==> src/rtl/ipv4p_pkg.sv <==
// package: shared state type and character / phase / radix codes of the ipv4 text parser
`timescale 1ns / 1ps

package ipv4p_pkg;

    // parse phase codes
    localparam logic [2:0] PH_START  = 3'd0;
    localparam logic [2:0] PH_ZERO   = 3'd1;
    localparam logic [2:0] PH_DIGITS = 3'd2;
    localparam logic [2:0] PH_DONE   = 3'd3;
    localparam logic [2:0] PH_FAIL   = 3'd4;

    // radix codes
    localparam logic [1:0] RX_DEC = 2'd0;
    localparam logic [1:0] RX_OCT = 2'd1;
    localparam logic [1:0] RX_HEX = 2'd2;

    // character codes
    localparam logic [7:0] CH_NUL   = 8'h00;
    localparam logic [7:0] CH_TAB   = 8'h09;
    localparam logic [7:0] CH_CR    = 8'h0d;
    localparam logic [7:0] CH_SPACE = 8'h20;
    localparam logic [7:0] CH_DOT   = 8'h2e;
    localparam logic [7:0] CH_ZERO  = 8'h30;
    localparam logic [7:0] CH_NINE  = 8'h39;
    localparam logic [7:0] CH_A_UP  = 8'h41;
    localparam logic [7:0] CH_F_UP  = 8'h46;
    localparam logic [7:0] CH_X_UP  = 8'h58;
    localparam logic [7:0] CH_A_LO  = 8'h61;
    localparam logic [7:0] CH_F_LO  = 8'h66;
    localparam logic [7:0] CH_X_LO  = 8'h78;

    // part range limits
    localparam logic [31:0] LIM_24 = 32'h00ff_ffff;
    localparam logic [31:0] LIM_16 = 32'h0000_ffff;
    localparam logic [31:0] LIM_8  = 32'h0000_00ff;

    // parser state
    typedef struct packed {
        logic [2:0]       phase;
        logic [1:0]       radix;
        logic [31:0]      accum;
        logic [2:0][31:0] saved;
        logic [1:0]       part_count;
    } state_t;

    // state after reset and after each end of string
    localparam state_t STATE_RESET = '{
        phase:      PH_START,
        radix:      RX_DEC,
        accum:      32'd0,
        saved:      '0,
        part_count: 2'd0
    };

endpackage

==> src/rtl/ipv4p_step.sv <==
// module: next-state and result logic for one character of the address text
`timescale 1ns / 1ps

module ipv4p_step
(
    input  ipv4p_pkg::state_t cur,
    input  logic [7:0]        char_code,
    output ipv4p_pkg::state_t nxt,
    output logic              res_valid,
    output logic              res_ok,
    output logic [31:0]       res_addr
);

    logic        is_dec;
    logic        is_space;
    logic        is_hex_lo;
    logic        is_hex_up;
    logic        is_x;
    logic [3:0]  dig;
    logic [3:0]  hex_letter;
    logic [1:0]  eff_radix;
    logic [31:0] acc_dec;
    logic [31:0] acc_oct;
    logic [31:0] acc_hex_d;
    logic [31:0] acc_hex_l;
    logic        fin_ok;
    logic [31:0] fin_addr;

    // character classes
    assign is_dec    = (char_code >= ipv4p_pkg::CH_ZERO) && (char_code <= ipv4p_pkg::CH_NINE);
    assign is_space  = (char_code == ipv4p_pkg::CH_SPACE) ||
                       ((char_code >= ipv4p_pkg::CH_TAB) && (char_code <= ipv4p_pkg::CH_CR));
    assign is_hex_lo = (char_code >= ipv4p_pkg::CH_A_LO) && (char_code <= ipv4p_pkg::CH_F_LO);
    assign is_hex_up = (char_code >= ipv4p_pkg::CH_A_UP) && (char_code <= ipv4p_pkg::CH_F_UP);
    assign is_x      = (char_code == ipv4p_pkg::CH_X_LO) || (char_code == ipv4p_pkg::CH_X_UP);

    // digit weights: letters a..f have low nibble 1..6
    assign dig        = char_code[3:0];
    assign hex_letter = char_code[3:0] + 4'd9;

    // radix in force for a digit character; a leading zero means octal
    assign eff_radix = (cur.phase == ipv4p_pkg::PH_ZERO) ? ipv4p_pkg::RX_OCT : cur.radix;

    // accumulate candidates, all modulo 2^32
    assign acc_dec   = {cur.accum[28:0], 3'b000} + {cur.accum[30:0], 1'b0} + {28'd0, dig};
    assign acc_oct   = {cur.accum[28:0], 3'b000} + {28'd0, dig};
    assign acc_hex_d = {cur.accum[27:0], dig};
    assign acc_hex_l = {cur.accum[27:0], hex_letter};

    // packing and range checks over the saved parts
    always_comb
    begin
        fin_ok   = 1'b1;
        fin_addr = cur.accum;
        case (cur.part_count)
            2'd0:
            begin
                fin_ok = 1'b1;
            end
            2'd1:
            begin
                fin_ok   = (cur.accum <= ipv4p_pkg::LIM_24) && (cur.saved[0] <= ipv4p_pkg::LIM_8);
                fin_addr = cur.accum | {cur.saved[0][7:0], 24'd0};
            end
            2'd2:
            begin
                fin_ok   = (cur.accum <= ipv4p_pkg::LIM_16) &&
                           (cur.saved[0] <= ipv4p_pkg::LIM_8) &&
                           (cur.saved[1] <= ipv4p_pkg::LIM_8);
                fin_addr = cur.accum | {cur.saved[0][7:0], cur.saved[1][7:0], 16'd0};
            end
            default:
            begin
                fin_ok   = (cur.accum <= ipv4p_pkg::LIM_8) &&
                           (cur.saved[0] <= ipv4p_pkg::LIM_8) &&
                           (cur.saved[1] <= ipv4p_pkg::LIM_8) &&
                           (cur.saved[2] <= ipv4p_pkg::LIM_8);
                fin_addr = cur.accum |
                           {cur.saved[0][7:0], cur.saved[1][7:0], cur.saved[2][7:0], 8'd0};
            end
        endcase
    end

    // per-character transition
    always_comb
    begin
        nxt       = cur;
        res_valid = 1'b0;
        res_ok    = 1'b0;
        res_addr  = 32'd0;

        if (char_code == ipv4p_pkg::CH_NUL)
        begin
            // end of string: emit the word and return to reset state
            res_valid = 1'b1;
            if ((cur.phase == ipv4p_pkg::PH_ZERO) || (cur.phase == ipv4p_pkg::PH_DIGITS))
            begin
                res_ok   = fin_ok;
                res_addr = fin_ok ? fin_addr : 32'd0;
            end
            else if (cur.phase == ipv4p_pkg::PH_DONE)
            begin
                res_ok   = 1'b1;
                res_addr = cur.accum;
            end
            nxt = ipv4p_pkg::STATE_RESET;
        end
        else
        begin
            unique case (cur.phase) inside
                ipv4p_pkg::PH_START:
                begin
                    nxt.radix = ipv4p_pkg::RX_DEC;
                    if (!is_dec)
                    begin
                        nxt.phase = ipv4p_pkg::PH_FAIL;
                    end
                    else if (char_code == ipv4p_pkg::CH_ZERO)
                    begin
                        nxt.accum = 32'd0;
                        nxt.phase = ipv4p_pkg::PH_ZERO;
                    end
                    else
                    begin
                        nxt.accum = {28'd0, dig};
                        nxt.phase = ipv4p_pkg::PH_DIGITS;
                    end
                end
                ipv4p_pkg::PH_ZERO,
                ipv4p_pkg::PH_DIGITS:
                begin
                    if ((cur.phase == ipv4p_pkg::PH_ZERO) && is_x)
                    begin
                        nxt.radix = ipv4p_pkg::RX_HEX;
                        nxt.phase = ipv4p_pkg::PH_DIGITS;
                    end
                    else
                    begin
                        nxt.radix = eff_radix;
                        if (is_dec)
                        begin
                            nxt.phase = ipv4p_pkg::PH_DIGITS;
                            if (eff_radix == ipv4p_pkg::RX_HEX)
                                nxt.accum = acc_hex_d;
                            else if (eff_radix == ipv4p_pkg::RX_OCT)
                                nxt.accum = acc_oct;
                            else
                                nxt.accum = acc_dec;
                        end
                        else if ((eff_radix == ipv4p_pkg::RX_HEX) && (is_hex_lo || is_hex_up))
                        begin
                            nxt.phase = ipv4p_pkg::PH_DIGITS;
                            nxt.accum = acc_hex_l;
                        end
                        else if (char_code == ipv4p_pkg::CH_DOT)
                        begin
                            // close the part, fourth dot fails
                            if (cur.part_count == 2'd3)
                            begin
                                nxt.phase = ipv4p_pkg::PH_FAIL;
                            end
                            else
                            begin
                                case (cur.part_count)
                                    2'd0:    nxt.saved[0] = cur.accum;
                                    2'd1:    nxt.saved[1] = cur.accum;
                                    default: nxt.saved[2] = cur.accum;
                                endcase
                                nxt.part_count = cur.part_count + 2'd1;
                                nxt.accum      = 32'd0;
                                nxt.radix      = ipv4p_pkg::RX_DEC;
                                nxt.phase      = ipv4p_pkg::PH_START;
                            end
                        end
                        else if (is_space)
                        begin
                            // parsing ends: pack now, ignore the rest
                            if (fin_ok)
                            begin
                                nxt.accum = fin_addr;
                                nxt.phase = ipv4p_pkg::PH_DONE;
                            end
                            else
                            begin
                                nxt.phase = ipv4p_pkg::PH_FAIL;
                            end
                        end
                        else
                        begin
                            nxt.phase = ipv4p_pkg::PH_FAIL;
                        end
                    end
                end
                ipv4p_pkg::PH_DONE:
                begin
                    nxt = cur;
                end
                default:
                begin
                    nxt.phase = ipv4p_pkg::PH_FAIL;
                end
            endcase
        end
    end

endmodule

==> src/rtl/dotted_ipv4_text_parser_core.sv <==
// top level: streaming dotted ipv4 text parser with input and result registers
`timescale 1ns / 1ps

// Usage
//   Input channel (in_valid / in_ready / char_code) takes one character of an
//   address text per word. Code 0 ends the string. Characters other than 0
//   produce no result; they only advance the parser state.
//   Output channel (out_valid / out_ready / addr_valid / address) delivers one
//   word per string: addr_valid high with the address (with two or more parts,
//   first part in bits 31..24), or addr_valid low with address zero when the
//   text did not parse. Result path: the terminating 0 is accepted into the
//   input register, whose step logic loads the result register once that
//   register is free. Throughput: one character per cycle while no terminating
//   0 waits on a full result register; the state update is a single shift-add
//   and compare stage between the input and result registers.
//   Stall: while a result waits and out_ready is low, characters that make no
//   result still flow; a terminating 0 holds in the input register until the
//   result register frees up, and in_ready drops behind it.
//   Reset: rst_n clears both registers and returns the parser to the start
//   of a new string.

module dotted_ipv4_text_parser_core
(
    input  logic        clk,
    input  logic        rst_n,
    input  logic        in_valid,
    output logic        in_ready,
    input  logic [7:0]  char_code,
    output logic        out_valid,
    input  logic        out_ready,
    output logic        addr_valid,
    output logic [31:0] address
);

    logic              in_vld_reg;
    logic [7:0]        char_reg;
    ipv4p_pkg::state_t state_reg;
    ipv4p_pkg::state_t state_next;
    logic              out_vld_reg;
    logic              addr_valid_reg;
    logic [31:0]       address_reg;
    logic              res_valid;
    logic              res_ok;
    logic [31:0]       res_addr;
    logic              out_free;
    logic              step_fire;

    // handshake control
    assign out_free  = !out_vld_reg || out_ready;
    assign step_fire = in_vld_reg && (!res_valid || out_free);
    assign in_ready  = !in_vld_reg || step_fire;

    // per-character step logic
    ipv4p_step u_step
    (
        .cur       (state_reg),
        .char_code (char_reg),
        .nxt       (state_next),
        .res_valid (res_valid),
        .res_ok    (res_ok),
        .res_addr  (res_addr)
    );

    // input register
    always_ff @(posedge clk or negedge rst_n)
    begin
        if (!rst_n)
        begin
            in_vld_reg <= 1'b0;
        end
        else if (in_ready)
        begin
            in_vld_reg <= in_valid;
        end
    end

    always_ff @(posedge clk)
    begin
        if (in_ready && in_valid)
        begin
            char_reg <= char_code;
        end
    end

    // parser state
    always_ff @(posedge clk or negedge rst_n)
    begin
        if (!rst_n)
        begin
            state_reg <= ipv4p_pkg::STATE_RESET;
        end
        else if (step_fire)
        begin
            state_reg <= state_next;
        end
    end

    // result register
    always_ff @(posedge clk or negedge rst_n)
    begin
        if (!rst_n)
        begin
            out_vld_reg <= 1'b0;
        end
        else if (step_fire && res_valid)
        begin
            out_vld_reg <= 1'b1;
        end
        else if (out_ready)
        begin
            out_vld_reg <= 1'b0;
        end
    end

    always_ff @(posedge clk)
    begin
        if (step_fire && res_valid)
        begin
            addr_valid_reg <= res_ok;
            address_reg    <= res_addr;
        end
    end

    assign out_valid  = out_vld_reg;
    assign addr_valid = addr_valid_reg;
    assign address    = address_reg;

`ifndef SYNTHESIS
    // a terminating character always lands a result word
    a_nul_gives_word: assert property (@(posedge clk) disable iff (!rst_n)
        step_fire && res_valid |=> out_vld_reg)
        else $error("end of string did not produce a result word");

    // a failed parse reports a zero address
    a_fail_zero: assert property (@(posedge clk) disable iff (!rst_n)
        out_vld_reg && !addr_valid_reg |-> address_reg == 32'd0)
        else $error("invalid result carries a nonzero address");

    // parser state is back to start after the end of a string
    a_state_cleared: assert property (@(posedge clk) disable iff (!rst_n)
        step_fire && res_valid |=>
            state_reg.phase == ipv4p_pkg::PH_START && state_reg.part_count == 2'd0 &&
            state_reg.accum == 32'd0)
        else $error("parser state not cleared after end of string");

    // characters that make no result leave a stalled result word alone
    a_held_word: assert property (@(posedge clk) disable iff (!rst_n)
        out_vld_reg && !out_ready && step_fire && !res_valid |=>
            out_vld_reg && $stable(address_reg) && $stable(addr_valid_reg))
        else $error("stalled result word changed");
`endif

endmodule
==> config.mk <==
export PLATFORM = sky130hd
export DESIGN_NAME = dotted_ipv4_text_parser_core
export DESIGN_NICKNAME = d
export VERILOG_FILES = /design/src/rtl/ipv4p_pkg.sv /design/src/rtl/ipv4p_step.sv /design/src/rtl/dotted_ipv4_text_parser_core.sv
export SDC_FILE = /design/constraint.sdc
export NUM_CORES = 1
export LEC_CHECK = 0
export BUFFER_PORTS_ARGS = -buffer_cell sky130_fd_sc_hd__buf_4
export CELL_PAD_IN_SITES_DETAIL_PLACEMENT = 1
export CELL_PAD_IN_SITES_GLOBAL_PLACEMENT = 2
export CORE_UTILIZATION = 25
export CTS_BUF_LIST = sky130_fd_sc_hd__clkbuf_8 sky130_fd_sc_hd__clkbuf_16
export CTS_CLUSTER_DIAMETER = 60
export DETAILED_ROUTE_END_ITERATION = 8
export GPL_TIMING_DRIVEN = 0
export MAX_ROUTING_LAYER = met4
export PLACE_DENSITY_LB_ADDON = 0.1
export SLEW_MARGIN = 20
export SYNTH_ARGS = -nofsm -noshare
export SYNTH_HDL_FRONTEND = slang
export SYNTH_SLANG_ARGS = --single-unit
==> constraint.sdc <==
create_clock -name clk -period 7.3 [get_ports clk]
set_input_delay 0.73 -clock clk [delete_from_list [all_inputs] [get_ports clk]]
set_output_delay 0.73 -clock clk [all_outputs]
set_load 0.02 [all_outputs]
==> metrics.md, run 1 <==
| Metric | Value |
|---|---|
| Clock root buffer | clkbuf_16 |
| Area Growth Syn to Fin | 15.7% |
| Worst EP required | 7.66 ns |
| Crit path launch | state_reg[98]$_DFFE_PN0P_ |
| Overflow after GRT | 0 |
| Logic pwr share | 10.8% |
| Power density over the cells | 177 mW/mm^2 |
| Max incr delay on CP | 0.66 ns |
| Startpoint types | flop |
| Mapped cell area | 0.0114 sq mm |
| DR vias | 10500 |
| Most used cell, CP | a211oi_1 |
| CTS tree | yes |
| Core area | 0.0453 sq mm |
| Net Count, Synth | 1391 |
| Die Area | 0.0466 sq mm |
| CP Capture Type | flop |
| Synth warn | 0 |
| Cell Chain, Critical Path | fa_1 -> ha_1 -> a211oi_1 -> o21ai_2 -> o211ai_2 -> a211oi_1 -> o211ai_1 -> and3_1 -> a2111oi_0 -> o31ai_1 |
| Share of cells above drive strength 1 | 11.7% |
| HP Class | input port to asynchronous set/reset pin |
| First-pass GRT wire length | 75700 um |
| Final Max Slew Viols | 0 |
| Final hold violation count | 0 |
| Total Neg Setup Slack | 0 ns |
| Number of enable flip-flop cells after synthesis | 41 |
| Critical path's slowest cell | dfrtp_1 |
| Clock share of power | 44.2% |
| Antenna violations before repair | 1 |
| Switching pwr | 0.000703 W |
| Leak Pwr | 5.59 nW |
| Critical path type | flop to flop |
| Worst-Margin Slew | 1.13 ns |
| # rows | 78 |
| Initial DRT Pass Iterations | 4 |
| Worst-Skew Late Latency | 0.51 ns |
| Max Cap Violations | 0 |
| Crit share post-route | 57.2% |
| Worst flop-to-flop path endpoint | state_reg[125]$_DFFE_PN0P_ |
| Cell Int Power | 0.00164 W |
| Register clock-pin slew on the reported worst setup and hold paths | 0.08 ns |
| RSZ-0062 raised after global routing | no |
| GP Congestion | 0.866 |
| Largest register FFs | 135 |
| Main flop type after synthesis | dfrtp_1 |
| Post-CTS sizing | 0 |
| Post-DP HPWL | 39300 um |
| Fmax | 240 MHz |
| CTS H-tree lvls | 4 |
| Reg power frac | 45.0% |
| Largest net degree at the start of global routing | 83 |
| Worst r2r path cells | 10 |
| VDD IR max | 0.151 mV |
| Antenna-violating nets left | 0 |
| Worst r2r src | state_reg[98]$_DFFE_PN0P_ |
| Fillcell total | 5365 |
| Critical Path AT | 4.53 ns |
| Avg Inst Size Synth | 8.74 sq um |
| Post-synthesis sequential area ratio | 40.7% |
| Die width | 216 um |
| Starting Density | 25.3% |
| Rel. slew slack | 24.4% |
| Asr flop ratio synth | 77.0% |
| Drt wl/cell | 25.7 um |
| Hold_buf cts | 0 |
| Clock Path Buffers | 2 |
| Minimum clock period | 4.17 ns |
| Number of global-route vias before repair | 10900 |
| Worst path depth | 10 |
| Syn Inst Count | 1309 |
| Clock Sinks | 178 |
| Min Hold Slack | 0.110 ns |
| Inserted Clock Buffers | 17 |
| Total track usage | 23.2% |
| # IOs | 47 |
| Final WL | 51200 um |
| Worst-path fanout max | 7 |
| Synth cell types | 81 |
| Delay-heaviest family, CP | compound AO/OA/AOI/OAI gates |
| Worst path bufs/invs | 0 |
| Net Sw Frac | 30.0% |
| # Post-CTS Setup Buffers | 0 |
| Port bufs | 46 |
| Outcome | complete, no violations |
| 1st-iter DRT viols | 756 |
| Fin Clk Skew | 0.0203 ns |
| Register-to-register setup slack | 3.13 ns |
| Drt drc | 0 |
| Final setup vio count | 0 |
| Via/cell ratio | 5.30 |
| Register bit total from synthesis | 178 |
| Chip height | 216 um |
| Nets@finish | 1458 |
## routing by layer
layer / GRT usage (%) / wire length [um]
met1: 32.3 / 25400
met2: 33.8 / 22400
met5: - / 0
met4: 7.49 / 1240
met3: 3.97 / 2180
## cell type report
type / instances / area, sq um / area share, %
Antenna cell: 1 / 2.50 / 0.0189
Buffer: 94 / 438 / 3.31
Clock buffer: 17 / 425 / 3.21
Clock inverter: 15 / 214 / 1.62
Inverter: 24 / 90.1 / 0.680
Multi-Input combinational cell: 1013 / 6260 / 47.3
Sequential cell: 178 / 4660 / 35.2
Tap cell: 600 / 751 / 5.67
Timing Repair Buffer: 48 / 400 / 3.02
## cell usage after synthesis, drive strengths merged (24+ instances only)
| master | n | area share [%] |
|---|---|---|
| ha | 68 | 7.4 |
| o21ai | 146 | 6.5 |
| a21oi | 88 | 3.9 |
| nor2 | 99 | 3.3 |
| buf | 43 | 2.1 |
| nor3 | 33 | 1.6 |
| clkbuf | 51 | 1.7 |
| edfxtp | 41 | 11 |
| xor2 | 24 | 1.8 |
| inv | 24 | 0.79 |
| nand3 | 33 | 1.4 |
| nor4 | 27 | 1.5 |
| dfrtp | 137 | 30 |
| nand2 | 213 | 7.1 |
## power by group through the flow
stage | combinational, W | clock, W | sequential [W]
after global routing | 0.000280 | 0.00110 | 0.00106
final | 0.000253 | 0.00104 | 0.00106
after floorplan | 0.000152 | 0 | 0.00106
after global placement | 0.000250 | 0 | 0.00108
after CTS | 0.000257 | 0.00107 | 0.00106
after detailed placement | 0.000254 | 0 | 0.00108
## cells in the final DEF, fill, tap and decap left out, drive strengths merged, types with 5 or more instances in the layout
cell type,Yosys,final
nand2,213,213
o21ai,146,146
dfrtp,137,137
nor2,99,99
buf,43,91
a21oi,88,88
ha,68,68
clkbuf,51,68
edfxtp,41,41
nand3,33,33
nor3,33,33
inv,24,33
nor4,27,27
xor2,24,24
a22oi,22,22
and3,22,22
nand4,18,18
xnor2,18,18
o211ai,15,15
a21o,13,13
a31oi,11,11
a211oi,10,10
nand2b,9,9
o31ai,9,9
a32oi,9,9
a22o,9,9
a32o,8,8
a221oi,8,8
o221ai,7,7
and2,7,7
o22ai,6,6
a211o,6,6
or2,6,6
o21a,5,5
o2111ai,5,5
## worst max-delay path by stage
stage	endpoint	slack (ns)
2_1_floorplan	state_reg[128]$_DFFE_PN0P_	4.27
3_3_place_gp	state_reg[125]$_DFFE_PN0P_	3.23
3_5_place_dp	state_reg[125]$_DFFE_PN0P_	3.23
4_1_cts	state_reg[125]$_DFFE_PN0P_	3.16
5_1_grt	state_reg[125]$_DFFE_PN0P_	2.93
6_report	state_reg[125]$_DFFE_PN0P_	3.13
## cell families (layout without fill, tap and decap cells)
group	Yosys count	after routing	share of synthesized area, %
flip-flops	178	178	40.7
adder cells (fa/ha/maj)	70	70	7.78
AO/OA/AOI/OAI	404	404	23.0
XOR/XNOR	42	42	3.21
AND/OR/NAND/NOR	492	492	20.2
buffers and inverters	118	198	4.61
other	0	1	0
multiplexers	5	5	0.448
## stage by stage
step	utilization (%)	area [sq um]	setup slack [ns]	std cells	total power (W)
finish	29.2	13200	3.13	1990	0.00235
floorplan	-	11400	4.27	1309	0.00121
detailed placement	27.8	12600	3.23	1957	0.00133
CTS	29.2	13200	3.16	1989	0.00238
global placement	27.7	12500	3.23	1955	0.00133
global route	29.2	13200	2.93	1989	0.00244
(Power assumes the default switching activity.)
==> inputs of run 2 (changes only) <==
--- a/config.mk
+++ b/config.mk
@@ -5,6 +5,7 @@
 export SDC_FILE = /design/constraint.sdc
 export NUM_CORES = 1
 export LEC_CHECK = 0
+export ABC_AREA = 1
 export BUFFER_PORTS_ARGS = -buffer_cell sky130_fd_sc_hd__buf_4
 export CELL_PAD_IN_SITES_DETAIL_PLACEMENT = 1
 export CELL_PAD_IN_SITES_GLOBAL_PLACEMENT = 2
==> constraint.sdc (replaced) <==
create_clock -name clk -period 3.8 [get_ports clk]
set_input_delay 0.38 -clock clk [delete_from_list [all_inputs] [get_ports clk]]
set_output_delay 0.38 -clock clk [all_outputs]
set_load 0.02 [all_outputs]
==> metrics.md, run 2 <==
| Metric | Value |
|---|---|
| Register-to-register setup slack | 0.26 ns (was 3.13 ns) |
| VDD IR max | 0.248 mV (was 0.151 mV) |
| Fmax | 283 MHz (was 240 MHz) |
| Drt wl/cell | 21.4 um (was 25.7 um) |
| Critical Path AT | 3.93 ns (was 4.53 ns) |
| WHS Path Cells | 1 |
| Register clock-pin slew on the reported worst setup and hold paths | 0.09 ns (was 0.08 ns) |
| Asr flop ratio synth | 77.0% (unchanged) |
| Avg Inst Size Synth | 6.92 sq um (was 8.74 sq um) |
| Worst-Margin Slew | 1.00 ns (was 1.13 ns) |
| Mapped cell area | 0.0126 sq mm (was 0.0114 sq mm) |
| Worst EP required | 4.20 ns (was 7.66 ns) |
| CTS tree | yes (unchanged) |
| Synth cell types | 51 (was 81) |
| Startpoint types | flop (unchanged) |
| Commonest cells in the netlist | nand2_1 (552), inv_1 (188), nor2_1 (164) (was nand2_1 (210), dfrtp_1 (137), o21ai_0 (110)) |
| Port bufs | 46 (unchanged) |
| Chip height | 227 um (was 216 um) |
| Clock root buffer | clkbuf_16 (unchanged) |
| Worst flop-to-flop path endpoint | state_reg[111]$_DFFE_PN0P_ (was state_reg[125]$_DFFE_PN0P_) |
| Minimum clock period | 3.54 ns (was 4.17 ns) |
| Via/cell ratio | 4.96 (was 5.30) |
| Overflow after GRT | 0 (unchanged) |
| Die Area | 0.0513 sq mm (was 0.0466 sq mm) |
| Leak Pwr | 6.53 nW (was 5.59 nW) |
| Largest net degree at the start of global routing | 87 (was 83) |
| Clock Sinks | 178 (unchanged) |
| DR vias | 12700 (was 10500) |
| Area contributors post-synth | dfrtp_1 (27%), nand2_1 (16%), edfxtp_1 (9.8%), ha_1 (6.7%), o21ai_0 (6.0%) (was dfrtp_1 (30%), edfxtp_1 (11%), ha_1 (7.4%), nand2_1 (6.9%), o21ai_0 (4.8%)) |
| Most common cell after layout, fill and taps aside | nand2_1 (unchanged) |
| Number of global-route vias before repair | 13100 (was 10900) |
| Worst r2r path cells | 12 (was 10) |
| Post-synthesis sequential area ratio | 37.0% (was 40.7%) |
| Most frequent cell after synthesis | nand2_1 (unchanged) |
| Min Hold Slack | 0.0966 ns (was 0.110 ns) |
| Grt peak-use layer | met2 (unchanged) |
| Antenna violations before repair | 1 (unchanged) |
| Register bit total from synthesis | 178 (unchanged) |
| Rel. slew slack | 32.6% (was 24.4%) |
| Core area | 0.0494 sq mm (was 0.0453 sq mm) |
| Worst-path fanout max | 6 (was 7) |
| Met3 GRT Util | 2.49% (was 3.97%) |
| Area Growth Syn to Fin | 14.9% (was 15.7%) |
| Final Max Slew Viols | 0 (unchanged) |
| First-pass GRT wire length | 84000 um (was 75700 um) |
| Synth warn | 0 (unchanged) |
| Final setup vio count | 0 (unchanged) |
| Post-DP HPWL | 43900 um (was 39300 um) |
| Final hold violation count | 0 (unchanged) |
| # IOs | 47 (unchanged) |
| 1st-iter DRT viols | 787 (was 756) |
| CP Capture Type | flop (unchanged) |
| GR Layer Usage met1 | 33.3% (was 32.3%) |
| Max Cap Violations | 0 (unchanged) |
| Net Count, Synth | 1903 (was 1391) |
| Syn Inst Count | 1821 (was 1309) |
| Starting Density | 25.5% (was 25.3%) |
| Fin Clk Skew | 0.0152 ns (was 0.0203 ns) |
| # rows | 81 (was 78) |
| Power density over the cells | 317 mW/mm^2 (was 177 mW/mm^2) |
| Outcome | complete, no violations (unchanged) |
| Antenna fix cells | 0 (was 1) |
| Die width | 227 um (was 216 um) |
| Clock Path Buffers | 2 (unchanged) |
| Final WL | 55100 um (was 51200 um) |
| Inserted Clock Buffers | 17 (unchanged) |
| Global Route met2 Usage | 34.4% (was 33.8%) |
| Number of enable flip-flop cells after synthesis | 41 (unchanged) |
| Largest register FFs | 135 (unchanged) |
| Share of cells above drive strength 1 | 7.46% (was 11.7%) |
| Nets@finish | 1973 (was 1458) |
| Total track usage | 22.9% (was 23.2%) |
| GP Congestion | 0.888 (was 0.866) |
| HP Class | input port to flop (was input port to asynchronous set/reset pin) |
| Critical path type | flop to flop (unchanged) |
| Worst r2r src | state_reg[98]$_DFFE_PN0P_ (unchanged) |
| Crit share post-route | 93.0% (was 57.2%) |
| Main flop type after synthesis | dfrtp_1 (unchanged) |
| Worst-Skew Late Latency | 0.46 ns (was 0.51 ns) |
| RSZ-0062 raised after global routing | no (unchanged) |
| Total Neg Setup Slack | 0 ns (unchanged) |
| Area leader, netlist | dfrtp_1 (unchanged) |
| Hold Startpoint | char_code[3] |
| Antenna-violating nets left | 0 (unchanged) |
| Drt drc | 0 (unchanged) |
| Initial DRT Pass Iterations | 5 (was 4) |
| Hold endpoint | char_reg[3]$_DFFE_PP_ |
| CTS H-tree lvls | 4 (unchanged) |
| Yosys top cell area share | 27.2% (was 30.0%) |
| Most frequent cells in the layout | nand2_1 (550), inv_1 (187), nor2_1 (164) (was nand2_1 (210), dfrtp_1 (137), o21ai_0 (110)) |
==> run 2: changes by cell type after synthesis, sizes merged, moves of 19 or more <==
cell   change
o21ai     +23
a22oi     -19
nor4      -24
and3      -22
nand3    +118
inv      +172
nand2    +343
nor2      +69
==> run 2: how the worst max path moves through the flow <==
stage	to	startpoint	cells after the start
after floorplan	state_reg[116]$_DFFE_PN0P_	char_reg[3]$_DFFE_PP_	17
after global placement	state_reg[116]$_DFFE_PN0P_	char_reg[3]$_DFFE_PP_	17
after detailed placement	state_reg[116]$_DFFE_PN0P_	char_reg[3]$_DFFE_PP_	17
after CTS	state_reg[116]$_DFFE_PN0P_	char_reg[3]$_DFFE_PP_	17
after global routing	state_reg[116]$_DFFE_PN0P_	char_reg[3]$_DFFE_PP_	17
final	state_reg[111]$_DFFE_PN0P_	state_reg[98]$_DFFE_PN0P_	12
==> run 2: stage by stage <==
step                      power (W)  setup slack (ns)  util [%]  cells  instance area (sq um)
final                       0.00459             0.265      29.4   2568                  14500
after detailed placement    0.00276            0.0684      28.1   2533                  13800
after global placement      0.00275             0.123      27.9   2531                  13800
after global routing        0.00481            0.0597      29.4   2568                  14500
after CTS                   0.00465            0.0624      29.3   2566                  14500
after floorplan             0.00247              1.04         -   1821                  12600
==> run 2: final cells by class <==
type / count / area [sq um]
plain buffers: 86 / 370
clock buffers: 17 / 425
clock inverters: 15 / 184
fillers: 6196 / 34900
inverters: 197 / 742
multi-input cells: 1360 / 6840
flip-flops and latches: 178 / 4660
well taps: 664 / 831
repair buffers: 51 / 433
==> run 2: logic make-up after synthesis <==
family / Yosys count / share of synthesized area (%)
AOI/OAI and AO/OA: 320 / 14.2
buffers and inverters: 283 / 8.82
and+or+nand+nor: 952 / 31.7
xor gates and xnor gates: 18 / 1.25
DFF: 178 / 37.0
adders and majority gates: 70 / 7.07
==> run 2: worst max-delay path, stage by stage, from the launching register on <==
cell and delay (ns):
dfrtp_1 0.57, ha_1 0.29, ha_1 0.28, nand3_1 0.32
nor3_1 0.88, nand2_1 0.26, nand2_1 0.14, inv_1 0.04
o21ai_0 0.15, nand3_1 0.10, o211ai_1 0.12, nand3_1 0.14
o21ai_1 0.17
==> run 2: repair_timing <==
| item | 4_1_cts | 5_1_grt |
|---|---|---|
| setup buffers | 0 | 2 |
| endpoints found under the hold margin | 51 | 0 |
| resized for setup | 0 | 3 |
| hold buffers | 1 | 0 |
| endpoints found under the setup margin | 0 | 5 |
==> run 2: power breakdown <==
part           switching, W  internal, W  leakage (nW)
Sequential        0.0000831      0.00198          2.30
Combinational      0.000455     0.000208          3.94
Clock              0.000968     0.000897         0.297
Total               0.00151      0.00308          6.53
==> run 2: layer usage <==
layer / wire length [um] / vias to the layer above
met5: 0 / -
met1: 28200 / 6276
li1: - / 6164
met2: 24300 / 246
met4: 673 / 0
met3: 1900 / 41
